### src/sv/assert_macros.svh
// Assertion macros used by goal_line_of_sight_check, the RTL of the line-of-sight checker.
// Active in simulation; with SYNTH defined the macros expand to nothing.
`ifndef ASSERT_MACROS_SVH
`define ASSERT_MACROS_SVH
`ifndef SYNTH
`define ASSERT_IMP(lbl, c, r, a, b) \
  lbl: assert property (@(posedge c) disable iff (r) (a) |-> (b)) \
    else $error("assertion failed");
`define ASSERT_NXT(lbl, c, r, a, b) \
  lbl: assert property (@(posedge c) disable iff (r) (a) |=> (b)) \
    else $error("assertion failed");
`else
`define ASSERT_IMP(lbl, c, r, a, b)
`define ASSERT_NXT(lbl, c, r, a, b)
`endif
`endif

### src/sv/glsc_pkg.sv
// Shared constants and types of the goal line-of-sight checker.
// No dependencies; used by glsc_mac and goal_line_of_sight_check.
package glsc_pkg;

  localparam int COORD_BITS_DEF = 32;
  localparam int THR_BITS = 16;
  localparam int LHS_SHIFT = 30;
  localparam logic signed [THR_BITS-1:0] COS_THR_RESET = 16'sd32440;

  typedef struct packed {
    logic load;
    logic clr;
    logic sub;
  } mac_ctrl_t;

endpackage

### src/sv/goal_line_of_sight_check.sv
// An item that needs no arithmetic (scan stopped, goal at origin, no obstacle) goes from
// IDLE through CHECK straight to FIN; a full cone test runs through LOAD and RUN for each
// product, its length set by the bit-serial multiply-accumulate unit,
// which runs one pass per product and ends a pass early once its multiplier is spent.
// Throughput: one request at a time; the next is taken once the FSM is back in IDLE.
// Reset: synchronous, clears the running answer and the sequencer, reloads the threshold.
`include "assert_macros.svh"
module goal_line_of_sight_check #(
  parameter int COORD_BITS = glsc_pkg::COORD_BITS_DEF
) (
  input  logic               clk,
  input  logic               rst,
  input  logic               cfg_we,
  input  logic signed [15:0] cfg_data,
  input  logic               in_valid,
  output logic               in_stall,
  input  logic signed [31:0] goal_x,
  input  logic signed [31:0] goal_y,
  input  logic signed [31:0] obs_x,
  input  logic signed [31:0] obs_y,
  input  logic               has_obstacle,
  input  logic               last_item,
  output logic               out_valid,
  input  logic               out_stall,
  output logic               goal_visible
);
  import glsc_pkg::*;

  localparam int CW  = COORD_BITS;
  localparam int BW  = 2 * CW + 1;
  localparam int DW  = 4 * CW + 1;
  localparam int PW  = 4 * CW + 34;
  localparam int PAD = PW - DW - LHS_SHIFT;

  localparam logic [2:0] ST_IDLE    = 3'd0;
  localparam logic [2:0] ST_CHECK   = 3'd1;
  localparam logic [2:0] ST_LOAD    = 3'd2;
  localparam logic [2:0] ST_RUN     = 3'd3;
  localparam logic [2:0] ST_DECIDE  = 3'd4;
  localparam logic [2:0] ST_CMP     = 3'd5;
  localparam logic [2:0] ST_RESOLVE = 3'd6;
  localparam logic [2:0] ST_FIN     = 3'd7;

  localparam logic [3:0] OP_GX = 4'd0;
  localparam logic [3:0] OP_GY = 4'd1;
  localparam logic [3:0] OP_RX = 4'd2;
  localparam logic [3:0] OP_RY = 4'd3;
  localparam logic [3:0] OP_PX = 4'd4;
  localparam logic [3:0] OP_PY = 4'd5;
  localparam logic [3:0] OP_DD = 4'd6;
  localparam logic [3:0] OP_RG = 4'd7;
  localparam logic [3:0] OP_T1 = 4'd8;
  localparam logic [3:0] OP_T2 = 4'd9;

  logic [2:0] state;
  logic [3:0] op;

  logic signed [THR_BITS-1:0] cos_threshold;
  logic visible_so_far;
  logic scan_stopped;
  logic incone;

  logic [CW-1:0] gx, gy, rx, ry;
  logic          has_r, last_r;
  logic [BW-1:0] g2, r2, dmag;
  logic          dneg;
  logic [DW-1:0] dsq;

  logic [63:0] gx_ext, gy_ext, rx_ext, ry_ext;
  logic [CW-1:0] gx_mag, gy_mag, rx_mag, ry_mag;
  logic [THR_BITS-1:0] t_mag;
  logic          t_neg;

  mac_ctrl_t     mac_ctrl;
  logic [PW-1:0] mac_a, mac_acc, acc_neg, lhs;
  logic [BW-1:0] mac_b;
  logic          mac_done;
  logic          slot_free;

  assign gx_ext = {32'd0, goal_x};
  assign gy_ext = {32'd0, goal_y};
  assign rx_ext = {32'd0, obs_x};
  assign ry_ext = {32'd0, obs_y};

  assign gx_mag = gx[CW-1] ? (~gx + 1'b1) : gx;
  assign gy_mag = gy[CW-1] ? (~gy + 1'b1) : gy;
  assign rx_mag = rx[CW-1] ? (~rx + 1'b1) : rx;
  assign ry_mag = ry[CW-1] ? (~ry + 1'b1) : ry;

  assign t_neg = cos_threshold[THR_BITS-1];
  assign t_mag = t_neg ? (~cos_threshold + 1'b1) : cos_threshold;

  assign acc_neg   = '0 - mac_acc;
  assign lhs       = {{PAD{1'b0}}, dsq, {LHS_SHIFT{1'b0}}};
  assign in_stall  = (state != ST_IDLE);
  assign slot_free = !out_valid || !out_stall;

  always_comb begin
    mac_ctrl.load = (state == ST_LOAD);
    mac_ctrl.clr  = 1'b1;
    mac_ctrl.sub  = 1'b0;
    mac_a         = '0;
    mac_b         = '0;
    case (op) inside
      OP_GX: begin
        mac_a = PW'(gx_mag);
        mac_b = BW'(gx_mag);
      end
      OP_GY: begin
        mac_a        = PW'(gy_mag);
        mac_b        = BW'(gy_mag);
        mac_ctrl.clr = 1'b0;
      end
      OP_RX: begin
        mac_a = PW'(rx_mag);
        mac_b = BW'(rx_mag);
      end
      OP_RY: begin
        mac_a        = PW'(ry_mag);
        mac_b        = BW'(ry_mag);
        mac_ctrl.clr = 1'b0;
      end
      OP_PX: begin
        mac_a        = PW'(gx_mag);
        mac_b        = BW'(rx_mag);
        mac_ctrl.sub = gx[CW-1] ^ rx[CW-1];
      end
      OP_PY: begin
        mac_a        = PW'(gy_mag);
        mac_b        = BW'(ry_mag);
        mac_ctrl.clr = 1'b0;
        mac_ctrl.sub = gy[CW-1] ^ ry[CW-1];
      end
      OP_DD: begin
        mac_a = PW'(dmag);
        mac_b = dmag;
      end
      OP_RG: begin
        mac_a = PW'(r2);
        mac_b = g2;
      end
      OP_T1, OP_T2: begin
        mac_a = mac_acc;
        mac_b = BW'(t_mag);
      end
      default: begin
        mac_a = '0;
      end
    endcase
  end

  glsc_mac #(
    .PW(PW),
    .BW(BW)
  ) u_mac (
    .clk  (clk),
    .rst  (rst),
    .ctrl (mac_ctrl),
    .a_in (mac_a),
    .b_in (mac_b),
    .acc  (mac_acc),
    .done (mac_done)
  );

  always_ff @(posedge clk) begin
    if (rst) begin
      cos_threshold <= COS_THR_RESET;
    end else if (cfg_we) begin
      cos_threshold <= cfg_data;
    end
  end

  always_ff @(posedge clk) begin
    if (state == ST_IDLE && in_valid) begin
      gx     <= gx_ext[CW-1:0];
      gy     <= gy_ext[CW-1:0];
      rx     <= rx_ext[CW-1:0];
      ry     <= ry_ext[CW-1:0];
      has_r  <= has_obstacle;
      last_r <= last_item;
    end
    if (state == ST_RUN && mac_done) begin
      case (op)
        OP_GY: g2 <= mac_acc[BW-1:0];
        OP_RY: r2 <= mac_acc[BW-1:0];
        OP_PY: begin
          dneg <= mac_acc[PW-1];
          dmag <= mac_acc[PW-1] ? acc_neg[BW-1:0] : mac_acc[BW-1:0];
        end
        OP_DD: dsq <= mac_acc[DW-1:0];
        default: begin
          dsq <= dsq;
        end
      endcase
    end
    if (state == ST_DECIDE) begin
      if (r2 == '0 || dmag == '0) begin
        incone <= t_neg;
      end else begin
        incone <= !dneg;
      end
    end else if (state == ST_CMP) begin
      incone <= dneg ? (lhs < mac_acc) : (lhs > mac_acc);
    end
  end

  always_ff @(posedge clk) begin
    if (rst) begin
      state          <= ST_IDLE;
      op             <= OP_GX;
      visible_so_far <= 1'b0;
      scan_stopped   <= 1'b0;
    end else begin
      unique case (state)
        ST_IDLE: begin
          if (in_valid) begin
            state <= ST_CHECK;
          end
        end
        ST_CHECK: begin
          if (scan_stopped) begin
            state <= ST_FIN;
          end else if (gx == '0 && gy == '0) begin
            visible_so_far <= 1'b1;
            scan_stopped   <= 1'b1;
            state          <= ST_FIN;
          end else if (!has_r) begin
            state <= ST_FIN;
          end else begin
            op    <= OP_GX;
            state <= ST_LOAD;
          end
        end
        ST_LOAD: begin
          state <= ST_RUN;
        end
        ST_RUN: begin
          if (mac_done) begin
            case (op)
              OP_GX: begin
                op    <= OP_GY;
                state <= ST_LOAD;
              end
              OP_GY: begin
                op    <= OP_RX;
                state <= ST_LOAD;
              end
              OP_RX: begin
                op    <= OP_RY;
                state <= ST_LOAD;
              end
              OP_RY: begin
                op    <= OP_PX;
                state <= ST_LOAD;
              end
              OP_PX: begin
                op    <= OP_PY;
                state <= ST_LOAD;
              end
              OP_PY: state <= ST_DECIDE;
              OP_DD: begin
                op    <= OP_RG;
                state <= ST_LOAD;
              end
              OP_RG: begin
                op    <= OP_T1;
                state <= ST_LOAD;
              end
              OP_T1: begin
                op    <= OP_T2;
                state <= ST_LOAD;
              end
              OP_T2: state <= ST_CMP;
              default: state <= ST_FIN;
            endcase
          end
        end
        ST_DECIDE: begin
          if (r2 == '0 || dmag == '0 || (dneg != t_neg)) begin
            state <= ST_RESOLVE;
          end else begin
            op    <= OP_DD;
            state <= ST_LOAD;
          end
        end
        ST_CMP: begin
          state <= ST_RESOLVE;
        end
        ST_RESOLVE: begin
          if (incone) begin
            if (r2 > g2) begin
              visible_so_far <= 1'b1;
            end else begin
              visible_so_far <= 1'b0;
              scan_stopped   <= 1'b1;
            end
          end
          state <= ST_FIN;
        end
        ST_FIN: begin
          if (!last_r) begin
            state <= ST_IDLE;
          end else if (slot_free) begin
            visible_so_far <= 1'b0;
            scan_stopped   <= 1'b0;
            state          <= ST_IDLE;
          end
        end
        default: begin
          state <= ST_IDLE;
        end
      endcase
    end
  end

  always_ff @(posedge clk) begin
    if (rst) begin
      out_valid <= 1'b0;
    end else if (state == ST_FIN && last_r && slot_free) begin
      out_valid <= 1'b1;
    end else if (!out_stall) begin
      out_valid <= 1'b0;
    end
  end

  always_ff @(posedge clk) begin
    if (state == ST_FIN && last_r && slot_free) begin
      goal_visible <= visible_so_far;
    end
  end

  `ASSERT_NXT(a_accept_check, clk, rst, in_valid && !in_stall, state == ST_CHECK)
  `ASSERT_NXT(a_stop_skip, clk, rst, state == ST_CHECK && scan_stopped, state == ST_FIN)
  `ASSERT_IMP(a_result_src, clk, rst, $rose(out_valid), $past(state) == ST_FIN && last_r)

endmodule

### src/sv/glsc_mac.sv
// Shift-and-add multiply-accumulate unit, one multiplier bit per cycle.
// Depends on glsc_pkg for the control struct.
module glsc_mac #(
  parameter int PW = 4 * glsc_pkg::COORD_BITS_DEF + 34,
  parameter int BW = 2 * glsc_pkg::COORD_BITS_DEF + 1
) (
  input  logic               clk,
  input  logic               rst,
  input  glsc_pkg::mac_ctrl_t ctrl,
  input  logic [PW-1:0]      a_in,
  input  logic [BW-1:0]      b_in,
  output logic [PW-1:0]      acc,
  output logic               done
);
  import glsc_pkg::*;

  logic [PW-1:0] a;
  logic [BW-1:0] b;
  logic          sub;
  logic [PW-1:0] addend;
  logic [PW-1:0] sum;

  assign addend = b[0] ? a : '0;
  assign sum    = sub ? (acc - addend) : (acc + addend);
  assign done   = (b == '0);

  always_ff @(posedge clk) begin
    if (rst) begin
      b <= '0;
    end else if (ctrl.load) begin
      b <= b_in;
    end else if (!done) begin
      b <= b >> 1;
    end
  end

  always_ff @(posedge clk) begin
    if (ctrl.load) begin
      a   <= a_in;
      sub <= ctrl.sub;
      if (ctrl.clr) begin
        acc <= '0;
      end
    end else if (!done) begin
      acc <= sum;
      a   <= a << 1;
    end
  end

endmodule
### config.mk
export PLATFORM = sky130hd
export DESIGN_NAME = goal_line_of_sight_check
export DESIGN_NICKNAME = d
export VERILOG_FILES = /design/src/sv/glsc_pkg.sv /design/src/sv/goal_line_of_sight_check.sv /design/src/sv/glsc_mac.sv
export VERILOG_INCLUDE_DIRS = /design/src /design/src/sv
export SDC_FILE = /design/constraint.sdc
export NUM_CORES = 2
export LEC_CHECK = 0
export BUFFER_PORTS_ARGS = -buffer_cell sky130_fd_sc_hd__buf_4
export CAP_MARGIN = 10
export CORE_UTILIZATION = 51
export DETAILED_ROUTE_END_ITERATION = 6
export GPL_TIMING_DRIVEN = 0
export PLACE_DENSITY = 0.78
export REMOVE_ABC_BUFFERS = 1
export SYNTH_ARGS = -nofsm -noshare
export SYNTH_HDL_FRONTEND = slang
export SYNTH_SLANG_ARGS = --single-unit
### constraint.sdc
create_clock -name clk -period 12.21 [get_ports clk]
set_clock_uncertainty 0.1 [all_clocks]
set_input_delay 0.6105 -clock clk [delete_from_list [all_inputs] [get_ports clk]]
set_output_delay 0.6105 -clock clk [all_outputs]
set_load 0.1 [all_outputs]
Word-level counts from Yosys, hierarchy flattened
Index checks and enable logic that the tools add are counted. W data, S select, Z words.

Flip-flop bits (word level): 873. Bits in latches: 0. Memory bits (writable): 0. Bits in read-only memories: 0. Input bits: 151. Output and inout bits: 3. Word-level logic and storage cells: 184. Memories kept: 0.

Add/subtract/negate cells: 8. Multipliers: 0. Div/mod/pow operators: 0. Magnitude comparators: 3. Equality and inequality tests: 33. Shifts and indexed selects: 0. Muxes and demuxes: 76. Bitwise operators: 7. Reduce and logical (&&, ||, !) cells: 34.

Operator list (number): $mux W162 (16); $mux W65 (11); $logic_not A65 Y1 (3); $add A162 B162 Y162 (1); $gt A159 B162 Y1 (1); $lt A159 B162 Y1 (1); $sub A162 B162 Y162 (1); $add A32 B1 Y32 const B (4); $mux W32 (4); $not A32 Y32 (4); $gt A65 B65 Y1 (1); $sub A1 B65 Y65 const A (1); $logic_not A32 Y1 (2); $mux W16 (2); $pmux W4 S8 (1); $ne A2 B2 Y1 const B (13); $mux W1 (24); $mux W3 (8); $pmux W3 S8 (1); $mux W4 (5); $add A16 B1 Y16 const B (1); $eq A4 B3 Y1 const B (4); $not A16 Y16 (1); $eq A3 B3 Y1 const B (4); 28 further kinds (47).

Depth between registers and ports, before layout
Word-level depth: 13. Mapped depth: 39. Depth with buffers taken out: 25.

Modules after synthesis
Synthesis repeated with hierarchy kept, for this count alone.

Cells, all modules: 6376. Area, all modules: 60206.5 um2.

By module, submodules not included: glsc_mac (instances 1, cells an instance 3759, area an instance 32164.6 um2, sequential area each 11060.6 um2); goal_line_of_sight_check (instances 1, cells an instance 2617, area an instance 28041.9 um2, sequential area each 14243.7 um2).

Worst setup path before layout
No wires, ideal clock.

Path type: register -> register. Start: register state[0]. End: register u_mac.acc[0] (enable). Library setup time: 780 ps. Arrival: 9640 ps. Required time: 11330 ps. Setup slack: 1690 ps. Stages on the path, launching flop included: 10. Buffers on the path: 5. Period minus slack after synthesis: 10520 ps. Cell sequence: dfxtp_1 clkbuf_1 inv_1 nand3b_1 clkbuf_1 inv_1 clkbuf_1 clkbuf_1 clkbuf_1 a31oi_1.

Longest elaborated chain between the ends: 3. Elaborated cells on any way between the ends: 4. Classes of those cells: eq/ne: 3; reduce/logical: 1.

RTL lines: from (decl) (RTL line goal_line_of_sight_check.sv:55) `logic [2:0] state;`; from (signal assigned) (RTL line goal_line_of_sight_check.sv:209) `state <= ST_IDLE;`; from (signal assigned) (RTL line goal_line_of_sight_check.sv:217) `state <= ST_CHECK;`; from (signal assigned) (RTL line goal_line_of_sight_check.sv:222) `state <= ST_FIN;`; $eq A3 B2 Y1 (*) (RTL line goal_line_of_sight_check.sv:99) `mac_ctrl.load = (state == ST_LOAD);`; $ne A2 B2 Y1 (no line); $reduce_and A2 Y1 (no line) (*); to (signal assigned) (RTL line glsc_mac.sv:45) `acc <= sum;`; to (decl) (RTL line glsc_mac.sv:12) `output logic [PW-1:0] acc,`.

Every way passes the cells marked *; elsewhere a longest branch is shown, timed or not. A chain may end at the register's enable or synchronous reset.

Final worst setup path
Start: register u_mac.a[3]. End: register u_mac.acc[156], data pin.

Longest elaborated chain between the ends: 5. Elaborated cells on any way between the ends: 6. Classes of those cells: add/sub: 2; mux: 4.

RTL lines: from (decl) (RTL line glsc_mac.sv:17) `logic [PW-1:0] a;`; from (signal assigned) (RTL line glsc_mac.sv:39) `a <= a_in;`; from (signal assigned) (RTL line glsc_mac.sv:46) `a <= a << 1;`; $mux W162 (*) (RTL line glsc_mac.sv:23) `assign addend = b[0] ? a : '0;`; $add A162 B162 Y162 / $sub A162 B162 Y162 (equally long branches) (RTL line glsc_mac.sv:24) `assign sum = sub ? (acc - addend) : (acc + addend);`; $mux W162 (*) (RTL line glsc_mac.sv:24); $mux W162 (*) (RTL line glsc_mac.sv:44) `end else if (!done) begin`; $mux W162 (*) (RTL line glsc_mac.sv:38) `if (ctrl.load) begin`.

Every way passes the cells marked *; elsewhere a longest branch is shown, timed or not. The select of a mux whose other input is x is not followed.

==> results.py <==
metrics = {
    "run_status": {
        "violations": "design-rule violations, max-capacitance violations",
        "status": "finished with violations",
    },
    "cells_and_area": {
        "final_cell_mix": "edfxtp_1 (782), nor2_1 (632), nand2_1 (516)",
        "final_cells": 7821,
        "area_growth_syn_to_layout_pct": 13.7,
        "postLayoutCoreUtil_pct": 58.6,
        "finish.instance_area_sq_mm": 0.0661,
        "nNetsFinal": 6750,
        "mostFrequentLayoutCell": "edfxtp_1",
        "layout-drive-gt1-share_pct": 8.01,
    },
    "clock_network": {
        "cts-root-buf": "clkbuf_16",
        "cts_buffers": 99,
        "h-tree-depth": 3,
        "cts_sinks": 873,
        "clockBufferDepth": 3,
        "cts_resized": 0,
        "cts_tree": "built",
        "worstSkewPairLatency_ps": 710,
        "clkTransAtPathRegs_ps": 60,
    },
    "critical_path": {
        "r2r_setup_slack_ps": 1570,
        "rr_startpoint": "u_mac.a[3]",
        "path_max_fanout": 32,
        "path_class": "reg -> reg",
        "critical_path_arrival_ps": 11020,
        "end_kind": "flop",
        "required_ps": 12590,
        "r2r_end": "u_mac.acc[156]",
        "critPathLaunchType": "flop",
        "rr_worst_depth": 23,
    },
    "detailed_routing": {
        "wire_per_inst_um": 26.4,
        "postRouteAntennaNets": 0,
        "drt_first_pass_iters": 7,
        "route.vias.total": 51600,
        "initialDrtViolationCount": 6875,
        "wirelength_um": 206000,
        "drcViolationCount": 1,
        "via_per_inst": 6.59,
    },
    "placement": {
        "hpwl_um": 156000,
        "place.gp.congestion": 1.00,
        "place_area_sq_mm": 0.0614,
        "dp_cells": 7503,
        "port_buffers": 153,
        "dp_slack_ps": 1940,
    },
    "synth": {
        "ys_ff_latch": 873,
        "synth_edf_count": 782,
        "syn_area_per_cell_sq_um": 9.54,
        "synth_warnings": 0,
        "synthFlopType": "edfxtp_1",
        "ys_seq_area_share_pct": 43.5,
        "ys_async_sr_fraction_pct": 0,
        "synthesis.area_sq_mm": 0.0581,
        "netlist_instances": 6094,
        "yosysUniqueCellTypes": 99,
    },
    "worst_hold_path": {
        "holdPathEnd": "cos_threshold[9]",
        "hp-start": "cfg_data[9]",
        "hold_path.class": "in -> reg",
        "min_path_cells": 2,
    },
    "grt": {
        "grt_usage_pct": 34.7,
        "grt.overflow.total": 0,
        "grt_pass1_wl_um": 305000,
        "antenna_found_initial": 3,
        "grt_pass1_vias": 49100,
        "grt_start_max_net_pins": 142,
    },
    "floorplan": {
        "row_count": 123,
        "core_area_sq_mm": 0.113,
        "die_y_um": 340,
        "initial_core_util_pct": 51.5,
        "die_w_um": 340,
        "die-area_sq_mm": 0.115,
        "ios": 154,
    },
    "sta": {
        "setup_viol": 0,
        "tightest_slew_ps": 1460,
        "post-route-min-period_ps": 10640,
        "clock.fmax_ghz": 0.0939,
        "slew_viol_final": 0,
        "setup_ws_ps": 1570,
        "relSlewSlack_pct": 1.54,
        "fin_crit_sh_pct": 87.2,
        "hold_viol": 0,
        "rsz0062_at_grt": "false",
    },
    "run": {
        "drv_cap": 1,
    },
}
[through the flow]
step                       TNS, ps  hold slack, ps
after CTS                        0            2.30
after detailed placement         0             334
after floorplan           -1276710             309
after global routing             0            20.4
final                            0            27.1
after global placement           -             336
[Yosys cell counts (38+ instances only)]
library cell | instances | area share, %
edfxtp_1 | 782 | 40
nor2_1 | 639 | 4.1
nand2_1 | 518 | 3.3
a21oi_1 | 505 | 4.3
ha_1 | 362 | 7.8
o21ai_0 | 323 | 2.8
inv_1 | 284 | 1.8
clkbuf_1 | 262 | 1.7
xnor2_1 | 229 | 3.4
xor2_1 | 224 | 3.4
a21o_1 | 183 | 2.4
nand4_1 | 156 | 1.7
nand3_1 | 97 | 0.83
a22o_1 | 95 | 1.4
nor4_1 | 92 | 0.99
dfxtp_1 | 91 | 3.1
nor3_1 | 86 | 0.74
o31ai_1 | 81 | 1.0
a31oi_1 | 73 | 0.79
or3_1 | 68 | 0.73
a222oi_1 | 61 | 1.1
a22oi_1 | 56 | 0.72
o21bai_1 | 54 | 0.70
o41ai_1 | 50 | 0.75
nand2b_1 | 46 | 0.49
a211oi_1 | 41 | 0.53
nor2b_1 | 41 | 0.44
or4_1 | 41 | 0.53
o221ai_1 | 38 | 0.57
[cell type report]
type	instances	area, sq um
antenna	4	10.0
multi-input combinational	4623	30700
tap	1500	1880
fill	9430	46700
inverter	286	1090
sequential	873	25300
clock inverter	61	743
timing repair buffer	353	3800
clock buffer	121	2610
[critical path: stages (launching register included)]
cell and delay [ps]:
edfxtp_1 480, or3_1 400, a21boi_1 1000, and3_4 480
nor3b_2 530, and4bb_1 430, a21boi_4 320, nor4b_4 540
nor2_1 120, or2_4 400, buf_16 280, o311ai_1 160
ha_1 300, nand2_1 170, nor4_1 890, and2_1 390
nand3_1 290, a31oi_1 740, o21ai_1 350, o31ai_1 770
o21ai_1 400, o21ba_2 340, mux2i_1 110, a2111oi_0 350
[logic make-up (layout without fill, tap and decap cells)]
group / count (synthesis) / after routing / synth area share (%)
simple gates: 1934 / 1934 / 15.9
compound gates: 1845 / 1845 / 21.5
flops: 873 / 873 / 43.5
buf+inv: 598 / 821 / 3.93
xor+xnor: 453 / 453 / 6.82
fa+ha+maj: 363 / 363 / 7.82
mux: 28 / 28 / 0.497
other cells: 0 / 4 / 0
[metal layers]
metal	global-route usage [%]	part of all wire, %	up-vias
li1	-	-	23300
met1	43.5	38	24500
met2	56.3	46	3142
met3	5.48	9.4	579
met4	21.1	6.7	2
met5	0	0.0097	-
[what timing repair did]
action | CTS | global route
hold endpoints to repair | 130 | 0
buffers inserted | 0 | 0
hold buffers | 130 | 0
[worst max path at each step]
| stage | from | end | slack (ps) |
|---|---|---|---|
| global placement | state[0] | u_mac.acc[69] | -24420 |
| detailed placement | u_mac.a[3] | u_mac.acc[156] | 1940 |
| CTS | u_mac.a[3] | u_mac.acc[156] | 1900 |
| finish | u_mac.a[3] | u_mac.acc[156] | 1570 |
| global route | u_mac.a[4] | u_mac.acc[156] | 1410 |
| floorplan | state[0] | u_mac.acc[0] | -6820 |
[sequential cells by signal (all words and copies together), names as in the netlist, 4 cells and up]
| register | count |
|---|---|
| u_mac.a | 162 |
| u_mac.acc | 162 |
| dsq | 129 |
| dmag | 65 |
| g2 | 65 |
| r2 | 65 |
| u_mac.b | 65 |
| gx | 32 |
| gy | 32 |
| rx | 32 |
| ry | 32 |
| cos_threshold | 16 |
| op | 4 |
Power is left out: the tool's default activity adds up to more than one toggle a clock period on the data nets, which glitch-free logic cannot reach.
